[src/rtl/tlpjq_pkg.sv]
// types and constants shared by the priority job queue
package tlpjq_pkg;

    localparam int TAG_W    = 16;
    localparam int CNT_W    = 16;
    localparam int CMD_W    = 2;
    localparam int PRIO_W   = 2;
    localparam int LEVEL_W  = 2;
    localparam int LEVELS   = 3;

    localparam logic [CNT_W-1:0] PENDING_MAX = {CNT_W{1'b1}};

    typedef enum logic [CMD_W-1:0] {
        CMD_ENQUEUE = 2'd0,
        CMD_POP     = 2'd1,
        CMD_DONE    = 2'd2,
        CMD_FLUSH   = 2'd3
    } cmd_t;

    typedef enum logic [LEVEL_W-1:0] {
        LVL_HIGH       = 2'd0,
        LVL_NORMAL     = 2'd1,
        LVL_BACKGROUND = 2'd2,
        LVL_ALIAS      = 2'd3
    } level_t;

endpackage

[src/rtl/three_level_priority_job_queue_top.sv]
// three-level strict-priority job queue with a shared tag memory
//
// Every command (enqueue, pop, done, flush) is taken in the cycle that start is
// high; busy stays low, so a new command may follow in every cycle. Each
// command gives exactly one result beat, marked by result_valid, in the cycle
// after it is taken. The tag memory holds all three levels, and its single
// read port is registered, so a popped tag comes from the read register.
// The result is shown for one cycle only and the receiver cannot
// stall it. Queue pointers, fill counts and the pending counter sit in flops,
// so no clearing pass is needed after reset.
module three_level_priority_job_queue_top #(
    parameter int QUEUE_DEPTH = 16
) (
    input  logic                          clk,
    input  logic                          rst_n,
    input  logic                          start,
    output logic                          busy,
    input  logic [tlpjq_pkg::CMD_W-1:0]   command,
    input  logic [tlpjq_pkg::PRIO_W-1:0]  priority_req,
    input  logic [tlpjq_pkg::TAG_W-1:0]   job_tag,
    input  logic                          cfg_valid,
    output logic                          cfg_ready,
    input  logic                          cfg_data,
    output logic                          result_valid,
    output logic                          job_valid,
    output logic [tlpjq_pkg::TAG_W-1:0]   out_tag,
    output logic [tlpjq_pkg::LEVEL_W-1:0] out_level,
    output logic                          dropped,
    output logic [tlpjq_pkg::CNT_W-1:0]   pending_count,
    output logic                          queues_empty
);
    import tlpjq_pkg::*;

    localparam int PTR_W  = (QUEUE_DEPTH > 1) ? $clog2(QUEUE_DEPTH) : 1;
    localparam int FILL_W = $clog2(QUEUE_DEPTH + 1);
    localparam int ADDR_W = LEVEL_W + PTR_W;
    localparam int MEM_D  = 1 << ADDR_W;
    localparam logic [PTR_W-1:0]  PTR_LAST = PTR_W'(QUEUE_DEPTH - 1);
    localparam logic [FILL_W-1:0] FILL_MAX = FILL_W'(QUEUE_DEPTH);

    logic [TAG_W-1:0] mem [MEM_D];
    logic [TAG_W-1:0] rd_data_reg;

    logic             direct_run_reg;
    logic [PTR_W-1:0]  head_reg [LEVELS];
    logic [PTR_W-1:0]  head_next [LEVELS];
    logic [PTR_W-1:0]  tail_reg [LEVELS];
    logic [PTR_W-1:0]  tail_next [LEVELS];
    logic [FILL_W-1:0] fill_reg [LEVELS];
    logic [FILL_W-1:0] fill_next [LEVELS];
    logic [CNT_W-1:0]  pending_reg, pending_next;

    logic               res_valid_reg;
    logic               job_valid_reg, job_valid_next;
    logic               from_mem_reg, from_mem_next;
    logic [TAG_W-1:0]   tag_reg, tag_next;
    logic [LEVEL_W-1:0] level_reg, level_next;
    logic               dropped_reg, dropped_next;
    logic               empty_reg, empty_next;

    logic               accept;
    logic               wr_en, rd_en;
    logic [ADDR_W-1:0]  wr_addr, rd_addr;
    logic [LEVEL_W-1:0] enq_level;
    logic [1:0]         enq_idx;
    cmd_t               cmd;

    assign busy      = 1'b0;
    assign cfg_ready = 1'b1;
    assign accept    = start && !busy;
    assign cmd       = cmd_t'(command);

    always_comb
    begin
        enq_level = (level_t'(priority_req) == LVL_ALIAS) ? LVL_NORMAL : priority_req;
        enq_idx   = enq_level;
        for (int i = 0; i < LEVELS; i++)
        begin
            head_next[i] = head_reg[i];
            tail_next[i] = tail_reg[i];
            fill_next[i] = fill_reg[i];
        end
        pending_next   = pending_reg;
        job_valid_next = 1'b0;
        from_mem_next  = 1'b0;
        tag_next       = '0;
        level_next     = '0;
        dropped_next   = 1'b0;
        wr_en          = 1'b0;
        rd_en          = 1'b0;
        wr_addr        = {enq_level, tail_reg[enq_idx]};
        rd_addr        = '0;

        if (accept)
        begin
            unique case (cmd)
                CMD_ENQUEUE:
                begin
                    if (direct_run_reg)
                    begin
                        job_valid_next = 1'b1;
                        tag_next       = job_tag;
                        level_next     = enq_level;
                    end
                    else if (fill_reg[enq_idx] >= FILL_MAX)
                    begin
                        dropped_next = 1'b1;
                    end
                    else
                    begin
                        wr_en              = 1'b1;
                        tail_next[enq_idx] = (tail_reg[enq_idx] == PTR_LAST) ? '0
                                             : tail_reg[enq_idx] + 1'b1;
                        fill_next[enq_idx] = fill_reg[enq_idx] + 1'b1;
                        if (pending_reg != PENDING_MAX)
                        begin
                            pending_next = pending_reg + 1'b1;
                        end
                    end
                end
                CMD_POP:
                begin
                    for (int i = LEVELS - 1; i >= 0; i--)
                    begin
                        if (fill_reg[i] != '0)
                        begin
                            job_valid_next = 1'b1;
                            from_mem_next  = 1'b1;
                            level_next     = LEVEL_W'(i);
                            rd_addr        = {LEVEL_W'(i), head_reg[i]};
                        end
                    end
                    rd_en = from_mem_next;
                    for (int i = 0; i < LEVELS; i++)
                    begin
                        if (from_mem_next && level_next == LEVEL_W'(i))
                        begin
                            head_next[i] = (head_reg[i] == PTR_LAST) ? '0 : head_reg[i] + 1'b1;
                            fill_next[i] = fill_reg[i] - 1'b1;
                        end
                    end
                end
                CMD_DONE:
                begin
                    if (pending_reg != '0)
                    begin
                        pending_next = pending_reg - 1'b1;
                    end
                end
                CMD_FLUSH:
                begin
                    for (int i = 0; i < LEVELS; i++)
                    begin
                        head_next[i] = '0;
                        tail_next[i] = '0;
                        fill_next[i] = '0;
                    end
                    pending_next = '0;
                end
                default:
                begin
                end
            endcase
        end

        empty_next = 1'b1;
        for (int i = 0; i < LEVELS; i++)
        begin
            if (fill_next[i] != '0)
            begin
                empty_next = 1'b0;
            end
        end
    end

    // tag memory, one write and one read port
    always_ff @(posedge clk)
    begin
        if (wr_en)
        begin
            mem[wr_addr] <= job_tag;
        end
        if (rd_en)
        begin
            rd_data_reg <= mem[rd_addr];
        end
    end

    always_ff @(posedge clk or negedge rst_n)
    begin
        if (!rst_n)
        begin
            direct_run_reg <= 1'b0;
            for (int i = 0; i < LEVELS; i++)
            begin
                head_reg[i] <= '0;
                tail_reg[i] <= '0;
                fill_reg[i] <= '0;
            end
            pending_reg   <= '0;
            res_valid_reg <= 1'b0;
            job_valid_reg <= 1'b0;
            from_mem_reg  <= 1'b0;
            dropped_reg   <= 1'b0;
            empty_reg     <= 1'b1;
        end
        else
        begin
            if (cfg_valid && cfg_ready)
            begin
                direct_run_reg <= cfg_data;
            end
            for (int i = 0; i < LEVELS; i++)
            begin
                head_reg[i] <= head_next[i];
                tail_reg[i] <= tail_next[i];
                fill_reg[i] <= fill_next[i];
            end
            pending_reg   <= pending_next;
            res_valid_reg <= accept;
            job_valid_reg <= job_valid_next;
            from_mem_reg  <= from_mem_next;
            dropped_reg   <= dropped_next;
            empty_reg     <= empty_next;
        end
    end

    always_ff @(posedge clk)
    begin
        tag_reg   <= tag_next;
        level_reg <= level_next;
    end

    assign result_valid  = res_valid_reg;
    assign job_valid     = job_valid_reg;
    assign out_tag       = from_mem_reg ? rd_data_reg : tag_reg;
    assign out_level     = level_reg;
    assign dropped       = dropped_reg;
    assign pending_count = pending_reg;
    assign queues_empty  = empty_reg;

endmodule

[config.mk]
export PLATFORM = sky130hd
export DESIGN_NAME = three_level_priority_job_queue_top
export DESIGN_NICKNAME = d
export VERILOG_FILES = /design/src/rtl/tlpjq_pkg.sv /design/src/rtl/three_level_priority_job_queue_top.sv
export SDC_FILE = /design/constraint.sdc
export NUM_CORES = 1
export LEC_CHECK = 0
export BUFFER_PORTS_ARGS = -buffer_cell sky130_fd_sc_hd__buf_2
export CORE_AREA = 2 2 269 271
export CTS_CLUSTER_DIAMETER = 50
export DETAILED_ROUTE_END_ITERATION = 10
export DIE_AREA = 0 0 271 273
export PLACE_DENSITY = 0.74
export SLEW_MARGIN = 10
export SYNTH_ARGS = -nofsm -noshare
export SYNTH_HDL_FRONTEND = slang
export SYNTH_SLANG_ARGS = --single-unit
[constraint.sdc]
create_clock -name clk -period 6 [get_ports clk]
set_input_delay 1.2 -clock clk [delete_from_list [all_inputs] [get_ports clk]]
set_output_delay 1.2 -clock clk [all_outputs]
set_load 0.01 [all_outputs]
==> impl_summary.log <==
[metrics] run status: complete, no violations
[metrics] H-tree levels: 3
[metrics] effective utilization at floorplan: 49.8%
[metrics] maximum number of pins on one net before global-route repair: 93
[metrics] endpoint class of the critical path: flop
[metrics] nets in the synthesized netlist: 2643
[metrics] switch share: 29.9%
[metrics] Hold Violations, Final: 0
[metrics] biggest area consumer among synthesized cells: edfxtp_1
[metrics] multi-input gate area in the final layout: 0.00923 mm²
[metrics] start point of the worst hold path: tail_reg[10]
[metrics] unrepaired setup endpoints after global routing: false
[metrics] relative slew slack: 20.4%
[metrics] number of maximum-capacitance constraint violations: 0
[metrics] areal power density over the cells: 402 mW/mm²
[metrics] fill cell count: 5324
[metrics] total CTS buffers: 84
[metrics] Post-Synthesis Cells: 2588
[metrics] number of nets in the final layout: 2735
[metrics] Post-Synthesis Cell Area: 0.0354 mm²
[metrics] clock latency on the worst-skew pair: 0.65 ns
[metrics] internal power: 11.3 mW
[metrics] Post-synth EDFFs: 784
[metrics] total via count in the routed design: 22716
[metrics] startpoint of the most critical setup path: fill_reg[10]
[metrics] Leakage Power: 14.1 nW
[metrics] post-synthesis cell type count: 81
[metrics] start-to-end type of the worst setup path: flop to flop
[metrics] Clock Skews: 0.0324 ns
[metrics] gr ovfl total: 0
[metrics] share of power burned in the clock network: 35.4%
[metrics] total setup violations reported at the end of the flow: 0
[metrics] average vias per placed instance: 6.14
[metrics] combined flip-flop and latch cell area: 0.0254 mm²
[metrics] CTS resizes: 0
[metrics] final weighted congestion in routability-driven placement: 0.877
[metrics] flip-flop count of the largest register after layout: 768
[metrics] total core area: 0.0710 mm²
[metrics] maximum clock path buffer count: 3
[metrics] area growth from synthesis to final layout: 13.2%
[metrics] initial detailed-routing violation count: 3262
[metrics] main area contributors after synthesis: edfxtp_1, nand2_1, dfrtp_1
[metrics] Reg2Reg Launch Point: fill_reg[10]
[metrics] peak clock frequency supported by timing: 0.208 GHz
[metrics] Avg Synthesized Cell Area: 13.7 µm²
[metrics] minimum setup slack in the final design: 1.20 ns
[metrics] post-CTS clock slew at the launch and capture registers of the worst setup and hold paths: 0.06 ns
[metrics] startpoint types: flop
[metrics] Top-Level Pins: 65
[metrics] Peak supply drop: 0.000233 V
[metrics] fraction of final layout cells sized beyond drive strength 1: 13.4%
[metrics] Worst Setup Slack post-DPL: 0.735 ns
[metrics] final std cells w/o fill: 3700
[metrics] synthesized flop and latch total: 863
[metrics] register bank with the most flops: mem
[metrics] die area: 0.0740 mm²
[metrics] Total Routing Usage GR: 24.7%
[metrics] port bufs: 62
[metrics] Final Critical Period: 4.80 ns
[metrics] required time of the critical path: 6.33 ns
[metrics] sw power: 4.82 mW
[metrics] number of warning messages in the yosys log: 0
[metrics] number of sinks driven by the clock tree: 863
[metrics] async set or reset register ratio after synthesis: 7.07%
[metrics] Comb pwr share: 21.2%
[metrics] number of slew-limit violations in the final report: 0
[metrics] detailed placement HPWL: 54.6 mm
[metrics] fraction of power consumed by sequential logic: 43.4%
[metrics] path category of the worst min-delay check: flop to flop
[metrics] arrival time reported for the critical path endpoint: 5.13 ns
[metrics] peak per-stage delay on the critical path: 0.75 ns
[metrics] drt total wl: 92.5 mm
[metrics] post-detailed-route wirelength per cell: 25.0 µm
[metrics] via count of the first global-routing pass: 21821
[metrics] fin crit share: 80.0%
[metrics] post-layout total power: 16.1 mW
[metrics] biggest fanout along the worst timing path: 46
[metrics] number of remaining DRC errors: 0
[metrics] number of buffers added for setup after CTS: 0
[metrics] count of placed standard cells including taps: 3544
[metrics] total number of placement rows: 98
[metrics] Setup TNS: 0 ns
[metrics] global-route wire length before repair: 137 mm
[metrics] critical path, cell by cell: inv_1 -> ha_1 -> or4b_1 -> a21oi_2 -> a21o_4 -> buf_12 -> mux4_2 -> a22o_1 -> a31oi_1 -> nand4_1
[metrics] number of antenna violations at the first check in global routing: 7
[metrics] Post-CTS Hold Buffers: 0
[metrics] first-pass iteration count of the detailed router: 8
[metrics] clock tree from TritonCTS: built
[metrics] Tightest Pin Transition: 1.19 ns
[metrics] residual antenna-violating net count after detailed routing: 0
[metrics] Horiz. Die Dim: 271 µm
[metrics] area fraction of the dominant cell type after synthesis: 66.6%
[metrics] predominant post-synthesis flop cell: edfxtp_1
[metrics] cell chosen for the clock root: clkbuf_16
[metrics] y dimension of the die: 273 µm
[metrics] sequential share of the synthesized area: 71.9%
[metrics] slowest cell on the critical path: or4b_1
area by class of cell:
class	instances	area share, %
inverter	19	0.178
antenna	3	0.0188
clock buffer	106	5.80
tap	950	2.97
sequential	863	63.5
clock inverter	47	1.78
timing repair buffer	150	2.64
multi-input combinational	1562	23.1
kinds of logic after synthesis:
kind of cell / share of synthesized area (%)
adder cells (fa/ha/maj): 1.08
AND/OR/NAND/NOR: 13.6
buffers and inverters: 2.16
other: 0.0212
multiplexers: 4.78
XOR/XNOR: 0.396
AO/OA/AOI/OAI: 6.01
flip-flops: 71.9
worst max-delay path, delay by kind of cell, from the launching register on:
kind            cells  cell delay, ns
compound gates      4            1.76
simple gates        2            0.93
mux                 1            0.60
buf+inv             2            0.48
flops               1            0.47
fa+ha+maj           1            0.18
layer usage:
metal  GRT usage, %  share of wire [%]  wire length [µm]
met3           3.67                 10              9330
met1           33.9                 38             35300
met2           40.4                 48             44400
met5              0              0.013                12
met4           9.52                3.7              3390
stage by stage:
step	hold slack, ns	util, %	area [µm²]
after floorplan	0.470	-	35400
after global placement	0.485	52.1	37000
after detailed placement	0.497	52.1	37000
after CTS	0.509	56.4	40000
after global routing	0.552	56.4	40000
final	0.502	56.4	40000
power groups by stage:
stage	logic (mW)	clock network (mW)	registers (mW)
after floorplan	2.22	0	7.04
after global placement	3.26	0	7.09
after detailed placement	3.35	0	7.10
after CTS	3.37	5.75	6.98
after global routing	3.66	5.97	7.00
final	3.41	5.71	6.98
synthesized netlist by cell type, types with 5 or more instances:
master,number
a31oi_1,93
nand4_1,53
nor3_1,28
edfxtp_1,784
a211oi_1,5
buf_2,45
a22o_1,24
dfxtp_1,18
mux2_2,20
o21ai_0,56
nor4_1,7
o21ai_1,5
nand2b_1,10
buf_1,10
or3_1,23
a32oi_1,49
or4_1,5
a21o_1,5
and2_1,23
buf_4,13
a21oi_1,29
ha_1,29
inv_1,18
dfrtp_1,60
clkbuf_1,69
nand3_1,197
nor2_1,84
mux4_2,34
nand2_1,622
xnor2_1,14
mux2i_1,70
placed cells by master (no fill, tap or decap), drive strengths merged, types with 6 or more instances in the layout:
cell type,instances
edfxtp,784
nand2,623
nand3,198
buf,150
clkbuf,106
a31oi,93
nor2,85
mux2i,70
o21ai,61
dfrtp,60
nand4,53
a32oi,49
mux4,34
a21oi,30
ha,29
nor3,28
a22o,24
and2,23
or3,23
inv,22
clkinv,22
mux2,20
dfxtp,18
bufinv,15
xnor2,14
nand2b,10
nor4,8
clkinvlp,7
or4,6
path summary, 6_finish.rpt:
| check | endpoint | slack (ns) | cells past startpoint |
|---|---|---|---|
| min in group asynchronous | pending_count[12] | 0.75 | 2 |
| hold reg to reg | tail_reg[10] | 0.50 | 2 |
| hold / removal | tail_reg[10] | 0.50 | 2 |
| setup reg to reg | rd_data_reg[12] | 1.20 | 10 |
| setup / recovery | rd_data_reg[12] | 1.20 | 10 |
| max in group asynchronous | fill_reg[14] | 4.69 | 2 |
No activity file was read; power rests on OpenSTA's default activity.
